## src/rtl/core/tgad_pkg.sv

```systemverilog
// Shared types and constants for the TGA true-color stream decoder.
`default_nettype none
package tgad_pkg;

	localparam int MAX_DIM = 8192;
	localparam int HDR_LEN = 18;
	localparam int HC_W    = 5;
	localparam int DIM_W   = 14;
	localparam int COL_W   = $clog2(MAX_DIM);
	localparam int IDX_W   = 26;

	// Header byte positions
	localparam logic [HC_W-1:0] HB_ID_LEN = 5'd0;
	localparam logic [HC_W-1:0] HB_CMAP   = 5'd1;
	localparam logic [HC_W-1:0] HB_ITYPE  = 5'd2;
	localparam logic [HC_W-1:0] HB_W_LO   = 5'd12;
	localparam logic [HC_W-1:0] HB_W_HI   = 5'd13;
	localparam logic [HC_W-1:0] HB_H_LO   = 5'd14;
	localparam logic [HC_W-1:0] HB_H_HI   = 5'd15;
	localparam logic [HC_W-1:0] HB_DEPTH  = 5'd16;
	localparam logic [HC_W-1:0] HB_DESC   = 5'd17;

	localparam logic [7:0] ITYPE_TRUECOLOR = 8'd2;
	localparam logic [7:0] DEPTH_24        = 8'd24;
	localparam logic [7:0] DEPTH_32        = 8'd32;
	localparam logic [7:0] ALPHA_OPAQUE    = 8'hFF;
	localparam int         DESC_TOP_BIT    = 5;

	typedef enum logic [1:0] {
		KIND_HDR_OK  = 2'd0,
		KIND_HDR_BAD = 2'd1,
		KIND_PIXEL   = 2'd2
	} kind_t;

	typedef struct packed {
		logic [7:0]  id_len;
		logic [7:0]  cmap;
		logic [7:0]  itype;
		logic [15:0] width;
		logic [15:0] height;
		logic [7:0]  depth;
		logic        top_first;
	} hdr_t;

	typedef struct packed {
		logic ok;
		logic depth32;
	} hdr_status_t;

endpackage
`default_nettype wire

```

## src/rtl/core/tga_truecolor_stream_decoder.sv

```systemverilog
// Top level of the TGA true-color stream decoder: header parse, ID skip, pixel packing.
// A byte accepted into the input register is processed at the next edge that the
//   output side allows; its result is then offered from the result register.
// Throughput: one byte per cycle when not stalled, set by the single-pass state update
//   between the input register and the result register; at most one result per byte.
// Reset (arst_n low, asynchronous): header capture, all counters zero, both
//   register stages empty. Header bytes are held without reset.
`default_nettype none
module tga_truecolor_stream_decoder (
	input  logic                       clk,
	input  logic                       arst_n,
	input  logic                       in_valid,
	output logic                       in_stall,
	input  logic [7:0]                 data_byte,
	input  logic                       start_of_file,
	output logic                       out_valid,
	input  logic                       out_stall,
	output logic [1:0]                 kind,
	output logic [tgad_pkg::DIM_W-1:0] image_width,
	output logic [tgad_pkg::DIM_W-1:0] image_height,
	output logic [31:0]                pixel_word,
	output logic [tgad_pkg::IDX_W-1:0] pixel_index,
	output logic                       last_pixel
);
	import tgad_pkg::*;

	typedef enum logic [1:0] {
		PH_HEADER,
		PH_SKIP,
		PH_PIXEL,
		PH_IDLE
	} phase_t;

	// Input register stage
	logic       valid_s1;
	logic [7:0] byte_s1;
	logic       sof_s1;

	// Decoder state
	phase_t           phase_q, phase_d;
	logic [HC_W-1:0]  hcount_q, hcount_d;
	hdr_t             hdr_q, hdr_d;
	logic [7:0]       skip_q, skip_d;
	logic [1:0]       bip_q, bip_d;
	logic [23:0]      asm_q, asm_d;
	logic [COL_W-1:0] col_q, col_d;
	logic [COL_W-1:0] row_q, row_d;
	logic [IDX_W-1:0] rbase_q, rbase_d;

	// Result register
	logic              out_valid_q;
	kind_t             kind_q;
	logic [DIM_W-1:0]  width_q, height_q;
	logic [31:0]       word_q;
	logic [IDX_W-1:0]  index_q;
	logic              last_q;

	// Result of this cycle's processing
	logic              res_valid;
	kind_t             res_kind;
	logic [DIM_W-1:0]  res_width, res_height;
	logic [31:0]       res_word;
	logic [IDX_W-1:0]  res_index;
	logic              res_last;

	hdr_status_t       hstat;
	logic              advance;
	logic              fire;
	phase_t            ph;
	logic [HC_W-1:0]   hc;
	logic [DIM_W-1:0]  w14, h14;
	logic [2*DIM_W-1:0] bottom_prod;
	logic [IDX_W-1:0]  rbase_init;
	logic [7:0]        skip_n;
	logic [23:0]       asm_n;
	logic              px_done;
	logic [DIM_W-1:0]  col_n, row_n;
	logic              px_last;

	tgad_header_check u_check (
		.hdr    (hdr_q),
		.status (hstat)
	);

	// The pipeline moves whenever the result register is free or being taken.
	assign advance  = !(out_valid_q && out_stall);
	assign fire     = valid_s1 && advance;
	assign in_stall = valid_s1 && !advance;

	assign w14 = hdr_q.width[DIM_W-1:0];
	assign h14 = hdr_q.height[DIM_W-1:0];
	// Start of the last row for bottom-up images; dimensions are in range
	// whenever this is used, so the product fits the index width.
	assign bottom_prod = (h14 - DIM_W'(1)) * w14;

	always_comb begin
		phase_d    = phase_q;
		hcount_d   = hcount_q;
		hdr_d      = hdr_q;
		skip_d     = skip_q;
		bip_d      = bip_q;
		asm_d      = asm_q;
		col_d      = col_q;
		row_d      = row_q;
		rbase_d    = rbase_q;
		res_valid  = 1'b0;
		res_kind   = KIND_PIXEL;
		res_width  = '0;
		res_height = '0;
		res_word   = '0;
		res_index  = '0;
		res_last   = 1'b0;
		skip_n     = skip_q;
		asm_n      = asm_q;
		px_done    = 1'b0;
		col_n      = '0;
		row_n      = '0;
		px_last    = 1'b0;
		rbase_init = '0;

		// A start flag drops all progress and takes this byte as header byte 0.
		ph = sof_s1 ? PH_HEADER : phase_q;
		hc = sof_s1 ? '0 : hcount_q;

		if (fire) begin
			phase_d  = ph;
			hcount_d = hc;
			case (ph)
				PH_HEADER: begin
					case (hc)
						HB_ID_LEN: hdr_d.id_len       = byte_s1;
						HB_CMAP:   hdr_d.cmap         = byte_s1;
						HB_ITYPE:  hdr_d.itype        = byte_s1;
						HB_W_LO:   hdr_d.width[7:0]   = byte_s1;
						HB_W_HI:   hdr_d.width[15:8]  = byte_s1;
						HB_H_LO:   hdr_d.height[7:0]  = byte_s1;
						HB_H_HI:   hdr_d.height[15:8] = byte_s1;
						HB_DEPTH:  hdr_d.depth        = byte_s1;
						HB_DESC:   hdr_d.top_first    = byte_s1[DESC_TOP_BIT];
						default: ;
					endcase
					hcount_d = hc + HC_W'(1);
					if (hc == HC_W'(HDR_LEN - 1)) begin
						hcount_d   = '0;
						res_valid  = 1'b1;
						res_kind   = hstat.ok ? KIND_HDR_OK : KIND_HDR_BAD;
						res_width  = w14;
						res_height = h14;
						if (!hstat.ok) begin
							phase_d = PH_IDLE;
						end else if (hdr_q.id_len != 8'd0) begin
							skip_d  = hdr_q.id_len;
							phase_d = PH_SKIP;
						end else begin
							phase_d = PH_PIXEL;
						end
					end
				end
				PH_SKIP: begin
					skip_n = (skip_q != 8'd0) ? skip_q - 8'd1 : skip_q;
					skip_d = skip_n;
					if (skip_n == 8'd0) begin
						phase_d = PH_PIXEL;
					end
				end
				PH_PIXEL: begin
					case (bip_q)
						2'd0:    asm_n[7:0]   = byte_s1;
						2'd1:    asm_n[15:8]  = byte_s1;
						2'd2:    asm_n[23:16] = byte_s1;
						default: ;
					endcase
					px_done = hstat.depth32 ? (bip_q == 2'd3) : (bip_q == 2'd2);
					if (!px_done) begin
						bip_d = bip_q + 2'd1;
						asm_d = asm_n;
					end else begin
						col_n   = DIM_W'(col_q) + DIM_W'(1);
						row_n   = DIM_W'(row_q) + DIM_W'(1);
						px_last = (row_n >= h14) && (col_n >= w14);
						res_valid = 1'b1;
						res_kind  = KIND_PIXEL;
						res_word  = {hstat.depth32 ? byte_s1 : ALPHA_OPAQUE, asm_n};
						res_index = rbase_q + IDX_W'(col_q);
						res_last  = px_last;
						bip_d = '0;
						asm_d = '0;
						if (col_n >= w14) begin
							col_d = '0;
							row_d = row_n[COL_W-1:0];
							if (hdr_q.top_first) begin
								rbase_d = rbase_q + IDX_W'(w14);
							end else begin
								rbase_d = rbase_q - IDX_W'(w14);
							end
						end else begin
							col_d = col_n[COL_W-1:0];
						end
						if (px_last) begin
							phase_d = PH_IDLE;
						end
					end
				end
				default: ;
			endcase

			// Entering pixel data: clear the packer and set the first row start.
			if (phase_d == PH_PIXEL && ph != PH_PIXEL) begin
				rbase_init = bottom_prod[IDX_W-1:0];
				bip_d   = '0;
				asm_d   = '0;
				col_d   = '0;
				row_d   = '0;
				rbase_d = hdr_d.top_first ? '0 : rbase_init;
			end
		end
	end

	// Input register: hold a valid byte while the downstream stage cannot advance.
	always_ff @(posedge clk or negedge arst_n) begin
		if (!arst_n) begin
			valid_s1 <= 1'b0;
		end else if (!in_stall) begin
			valid_s1 <= in_valid;
		end
	end

	always_ff @(posedge clk) begin
		if (!in_stall) begin
			byte_s1 <= data_byte;
			sof_s1  <= start_of_file;
		end
	end

	// Decoder state and result register
	always_ff @(posedge clk or negedge arst_n) begin
		if (!arst_n) begin
			phase_q     <= PH_HEADER;
			hcount_q    <= '0;
			skip_q      <= '0;
			bip_q       <= '0;
			asm_q       <= '0;
			col_q       <= '0;
			row_q       <= '0;
			rbase_q     <= '0;
			out_valid_q <= 1'b0;
		end else begin
			phase_q  <= phase_d;
			hcount_q <= hcount_d;
			skip_q   <= skip_d;
			bip_q    <= bip_d;
			asm_q    <= asm_d;
			col_q    <= col_d;
			row_q    <= row_d;
			rbase_q  <= rbase_d;
			if (advance) begin
				out_valid_q <= res_valid;
			end
		end
	end

	always_ff @(posedge clk) begin
		hdr_q <= hdr_d;
		if (advance) begin
			kind_q   <= res_kind;
			width_q  <= res_width;
			height_q <= res_height;
			word_q   <= res_word;
			index_q  <= res_index;
			last_q   <= res_last;
		end
	end

	assign out_valid    = out_valid_q;
	assign kind         = kind_q;
	assign image_width  = width_q;
	assign image_height = height_q;
	assign pixel_word   = word_q;
	assign pixel_index  = index_q;
	assign last_pixel   = last_q;

	// Final pixel flag only travels with pixel transactions.
	a_last_is_pixel: assert property (@(posedge clk) disable iff (!arst_n)
		out_valid_q && last_q |-> kind_q == KIND_PIXEL)
		else $error("last_pixel on a header transaction");

	// Header transactions carry zero pixel fields.
	a_hdr_zero_pixel: assert property (@(posedge clk) disable iff (!arst_n)
		out_valid_q && kind_q != KIND_PIXEL |-> word_q == '0 && index_q == '0)
		else $error("pixel fields set on a header transaction");

	// Byte position inside a pixel stays below the bytes per pixel.
	a_bip_range: assert property (@(posedge clk) disable iff (!arst_n)
		phase_q == PH_PIXEL && !hstat.depth32 |-> bip_q != 2'd3)
		else $error("byte position past a 24-bit pixel");

	// An idle decoder makes no result until a restart.
	a_idle_silent: assert property (@(posedge clk) disable iff (!arst_n)
		fire && !sof_s1 && phase_q == PH_IDLE |=> !out_valid_q)
		else $error("result produced while idle");

endmodule
`default_nettype wire

```

## src/rtl/core/tgad_header_check.sv

```systemverilog
// Header validation for the TGA true-color stream decoder.
`default_nettype none
module tgad_header_check (
	input  tgad_pkg::hdr_t        hdr,
	output tgad_pkg::hdr_status_t status
);
	import tgad_pkg::*;

	logic depth_ok;
	logic width_ok;
	logic height_ok;

	always_comb begin
		depth_ok  = hdr.depth inside {DEPTH_24, DEPTH_32};
		width_ok  = (hdr.width != 16'd0) && (hdr.width <= 16'(MAX_DIM));
		height_ok = (hdr.height != 16'd0) && (hdr.height <= 16'(MAX_DIM));
		status.ok = (hdr.cmap == 8'd0) && (hdr.itype == ITYPE_TRUECOLOR) &&
			depth_ok && width_ok && height_ok;
		status.depth32 = (hdr.depth == DEPTH_32);
	end

endmodule
`default_nettype wire

```

## config.mk

```make
export PLATFORM = sky130hd
export DESIGN_NAME = tga_truecolor_stream_decoder
export DESIGN_NICKNAME = d
export VERILOG_FILES = /design/src/rtl/core/tgad_pkg.sv /design/src/rtl/core/tga_truecolor_stream_decoder.sv /design/src/rtl/core/tgad_header_check.sv
export SDC_FILE = /design/constraint.sdc
export NUM_CORES = 1
export LEC_CHECK = 0
export BUFFER_PORTS_ARGS = -buffer_cell sky130_fd_sc_hd__buf_2
export CORE_AREA = 2 2 212 193
export CTS_CLUSTER_SIZE = 30
export DETAILED_ROUTE_END_ITERATION = 7
export DIE_AREA = 0 0 214 195
export PLACE_DENSITY = 0.76
export SYNTH_ARGS = -nofsm -noshare
export SYNTH_HDL_FRONTEND = slang
export SYNTH_HIERARCHICAL = 1
export SYNTH_SLANG_ARGS = --single-unit
```

## constraint.sdc

```tcl
create_clock -name clk -period 12.4 [get_ports clk]
set_input_delay 3.1 -clock clk [delete_from_list [all_inputs] [get_ports clk]]
set_output_delay 3.1 -clock clk [all_outputs]
set_load 0.05 [all_outputs]
```

== After elaboration in Yosys (flattened, before gate mapping) ==
Cells that the tools add are included.

* Add/subtract/negate cells: 9
* $mul: 1
* $lt $le $gt $ge: 4
* Equality and inequality tests: 30
* Multiplexer cells: 58
* Reduce and logical (&&, ||, !) cells: 40

{| class="wikitable"
|+ Operators by type and width
! cell !! number
|-
| 2-to-1 mux 26 bit || 6
|-
| 2-to-1 mux 65 bit || 2
|-
| 2-to-1 mux 8 bit || 16
|-
| 2-to-1 mux 13 bit || 8
|-
| 2-to-1 mux 24 bit || 3
|-
| AND reduction 3 bit || 11
|-
| less-or-equal comparator 16 x 14 -> 1 bit (second input constant) || 2
|-
| nonzero test 16 bit || 2
|-
| adder 13 x 1 -> 14 bit (second input constant) || 2
|-
| greater-or-equal comparator 14 bit || 2
|-
| adder 26 x 13 -> 26 bit || 1
|-
| adder 26 x 14 -> 26 bit || 1
|-
| multiplier 15 x 15 -> 26 bit || 1
|-
| subtractor 26 x 14 -> 26 bit || 1
|-
| 2-to-1 mux 2 bit || 11
|-
| equality test 5 x 4 -> 1 bit (second input constant) || 4
|-
| inequality test 2 x 1 -> 1 bit (second input constant) || 9
|-
| logical NOT 8 bit || 2
|-
| case mux 8 bit (2 select lines) || 1
|-
| nonzero test 8 bit || 2
|-
| 2-to-1 mux 5 bit || 3
|-
| subtractor 14 x 1 -> 15 bit (second input constant) || 1
|-
| logical AND 1 bit || 11
|-
| equality test 5 bit (second input constant) || 2
|-
| other kinds (21) || 38
|}

* Flip-flop bits (word level): 258
* Input bits: 13

== Logic depth before layout (Yosys ltp) ==
* Depth in word-level cells: 13
* Depth in mapped cells: 28
* Gate-level depth less buffers: 28

== By module ==
Netlist, hierarchy kept.

{| class="wikitable"
|+ By module, submodules not included
! module !! instances !! cells each !! area each (um^2)
|-
| tga_truecolor_stream_decoder || 1 || 2,147 || 21,244.1
|-
| tgad_header_check || 1 || 25 || 195.2
|}

== Least setup slack after synthesis ==
OpenSTA, ideal clock, no wires.

* Kind: register to register
* Start point: reg hdr_q (netlist bit h14[0])
* End point: reg rbase_q[18]
* Arrival time: 7.258 ns
* Data required time: 12.275 ns
* Setup slack: 5.017 ns
* Cell stages (with the launch flop): 28
* Path buffers: 1
* Clock period less this slack: 7.383 ns
* Path through: edfxtp_1 > or4_4 > or4_1 > clkbuf_1 > nor3_1 > xnor2_1 > nor2_1 > fa_1 > inv_1 > fa_1 > inv_1 > fa_1 > inv_1 > fa_1 > inv_1 > fa_1 > inv_1 > fa_1 > inv_1 > ha_1 > a21o_1 > a21oi_1 > o311a_1 > a311oi_1 > o41ai_1 > xor2_1 > o22ai_1 > mux2_2

* Longest elaborated chain between the ends: 11

{| class="wikitable"
|+ RTL lines
! what !! line !! text
|-
| start: declaration || tga_truecolor_stream_decoder.sv:42 || <nowiki>hdr_t hdr_q, hdr_d;</nowiki>
|-
| start signal: assignment || tga_truecolor_stream_decoder.sv:263 || <nowiki>hdr_q <= hdr_d;</nowiki>
|-
| parallel branches: the longest is 11 deep, another holds multiplier 15 x 15 -> 26 bit || -- ||
|-
| end signal: assignment || tga_truecolor_stream_decoder.sv:255 || <nowiki>rbase_q <= rbase_d;</nowiki>
|-
| end: declaration || tga_truecolor_stream_decoder.sv:48 || <nowiki>logic [IDX_W-1:0] rbase_q, rbase_d;</nowiki>
|}

Parallel ways; which one is timed is not known. The select of a mux whose other input is x is not followed.
A chain may end at the register's enable or synchronous reset.

== Worst setup path after layout ==
* Start point: reg hdr_q (netlist bit h14[0])
* End point: reg rbase_q[25]

The elaborated chain is that of the path after synthesis.

==> results.toml <==
[status]
run_status = "complete, no violations"

[synth]
yosys_register_bits = 258
netlist.area_leader.share_pct = 22.8
synthCells = 2172
synth_edf_count = 163
muxShareOfSynthArea_pct = 2.19
ys_seq_area_share_pct = 33.9
synthXorXnorAreaFrac_pct = 4.94
synthAdderAreaFrac_pct = 25.6
syn_area_um2 = 21400
synth_top_cell_by_area = "edfxtp_1"
syn_area_per_cell_um2 = 9.87
yosysUniqueCellTypes = 84
yosysWarnings = 6
synth-compound-area-share_pct = 11.5
synth_area_leaders = "edfxtp_1 (23%), fa_1 (17%), dfrtp_1 (11%)"
async_flop_share_pct = 36.8
synth_ff_type = "edfxtp_1"
synth_fp_nets = 2513
synthSimpleGateAreaFrac_pct = 15.3
synth_top_family_by_area = "adder cells"

[sta]
tns_ns = 0
finClkSkew_ns = 0.0416
period_needed_ns = 8.50
worst_pin_slew_ns = 1.34
setup_viol = 0
max_slew_margin_pct = 9.95
rsz0062_at_grt = "no"
hold_violations = 0
drv_slew = 0
max_freq_mhz = 118
post-route-period-util_pct = 68.6

[clocking]
clk_latency_ns = 0.59
cts_buffer_depth = 3
path_clk_slew_ns = 0.06
clock-sinks = 258
postCtsSetupBuffers = 0
cts_root_buf = "clkbuf_16"
cts_resized = 0
h-tree-depth = 1
cts_made_buffers = 28
holdBufCountCts = 0
cts_tree = "done"

[worst_setup_path]
cp_slowest_stage_delay_ns = 0.77
critPathCaptureType = "register"
cp.arrival_ns = 8.97
worst_path_dominant_cell_family = "adder cells"
crit_end = "rbase_q[25]"
crit_top_cell = "fa_1"
required_ns = 12.87
reg2regPathDepth = 26
worstSetupPathType = "reg2reg"
worst-path-stages = 26
cp-start-kind = "register"
rr_endpoint = "rbase_q[25]"
crit_buf_inv = 5
startpoint = "h14[0]"
crit_fanout = 17
rrSetupSlack_ns = 3.90
r2r_start = "h14[0]"
slowest_stage = "xnor2_1"

[cells_and_area]
fin_cells = 2802
antenna-diode-count = 0
final_nets = 2590
layout.cells.most_common = "inv_1"
layout-drive-gt1-share_pct = 9.07
layout_common_cells = "inv_1 (291), nor2_1 (227), fa_1 (183)"
areaGrowthSynthToFinish_pct = 9.17

[die]
dieArea_um2 = 41700
die_w_um = 214
ios = 104
dieHeight_um = 195
rows = 69
start_util_pct = 54.6
core_um2 = 39300

[route]
vias_per_cell = 6.01
wl_per_cell_um = 20.9
vias = 16900
first_pass_iters = 6
drt_iter0_drc = 1462
antenna_left = 0
drc_errors = 0
routed_wl_mm = 58.5

[pwr]
power_density_nw_per_um2 = 80.4
internal_power_w = 0.00146
irDropWorstVdd_v = 0.000112
p_switching_w = 0.000427
fin_total_pwr_w = 0.00188
seqPwrFrac_pct = 49.5
comb_power_share_pct = 5.1
p_clk_share_pct = 45.4
swShare_pct = 22.7
cellLeakagePower_nw = 11.0

[global_routing]
grt_max_degree = 73
grt_pass1_wl_mm = 94.4
antenna_found_initial = 1
grt_util_all_layers_pct = 28.7
gr-total-overflow = 0
grt_pass1_vias = 17300

[place]
io_buffers = 103
gp_congestion = 1.02
dpl.hpwl_mm = 44.0
post-place-cells = 2751

[worst_hold_path]
hold_depth = 1
worstHoldPathType = "reg2reg"

[run]
maxCapViolations = 0
==> Yosys cell counts, types with 4 or more instances <==
library cell and number:
nor2b_1 11, clkbuf_1 55, buf_1 9, nor3b_1 10, nor4_2 4, and3_1 27
o31ai_1 11, a22o_1 32, o2111ai_1 8, nand2_1 170, nor4_1 27, o22ai_1 13
xor2_1 33, nand3_1 64, nor3_1 34, o21ai_1 5, a21oi_1 103, or3_1 12
mux2i_1 30, o221ai_1 6, a211oi_1 10, o21ai_0 65, nand2b_1 19, clkinv_1 5
o21bai_1 6, nor2_1 227, edfxtp_1 163, a31oi_1 13, fa_1 183, dfrtp_1 95
o211ai_1 7, nand4_1 15, buf_2 7, inv_1 291, ha_1 145, o21a_1 12
xnor2_1 86, a22oi_1 4, nor4b_1 4, a21o_1 33, mux2_2 15, and2_1 26
a211o_1 4
==> power by group through the flow <==
stage | registers [W] | clock network (W) | logic (W)
2_1_floorplan | 0.000943 | 0 | 0.0000667
3_3_place_gp | 0.000948 | 0 | 0.0000918
3_5_place_dp | 0.000948 | 0 | 0.0000945
4_1_cts | 0.000931 | 0.000867 | 0.0000952
5_1_grt | 0.000932 | 0.000896 | 0.000107
6_report | 0.000931 | 0.000855 | 0.0000959
==> flip-flops by register name, indices dropped and copies added, names as in the netlist, 13 cells and up <==
register and cells:
asm_q 24, col_q 13, h14 14, hdr_q 51
image_height 14, image_width 14, pixel_index 26, pixel_word 32
rbase_q 26, row_q 13
==> how the worst min path moves through the flow <==
stage	start	to
after floorplan	hcount_q[4]	hcount_q[4]
after global placement	asm_q[23]	asm_q[23]
after detailed placement	asm_q[15]	asm_q[15]
after CTS	asm_q[15]	asm_q[15]
after global routing	asm_q[15]	asm_q[15]
final	asm_q[15]	asm_q[15]
==> stage by stage <==
step                      util (%)  hold slack (ns)  worst slack, ns  cell area (um^2)
after CTS                     59.6            0.500             4.00             23400
after floorplan                  -            0.464             5.02             21400
after global routing          59.6            0.519             3.40             23400
final                         59.6            0.503             3.90             23400
after global placement        57.2            0.474             4.28             22500
after detailed placement      57.2            0.485             4.09             22500
==> layer usage <==
layer / wire length [um] / vias to the layer above / track usage (%) / part of all wire (%)
met2: 27500 / 730 / 47.0 / 47
met4: 2270 / 0 / 10.6 / 3.9
met1: 24200 / 8392 / 38.5 / 41
met5: 0 / - / 0 / 0
met3: 4600 / 162 / 4.80 / 7.9
li1: - / 7569 / - / -
==> layout make-up <==
type	instances	area (um^2)
Fill cell	3313	15900
Multi-Input combinational cell	1542	12800
Sequential cell	258	7270
Inverter	298	1120
Clock buffer	33	719
Tap cell	532	666
Timing Repair Buffer	121	653
Clock inverter	18	220
==> logic make-up after synthesis <==
kind of cell             Yosys count
XOR/XNOR                         120
adder cells (fa/ha/maj)          328
AO/OA/AOI/OAI                    369
buffers and inverters            372
multiplexers                      45
AND/OR/NAND/NOR                  680
flip-flops                       258
No activity file was read; power rests on OpenSTA's default activity.
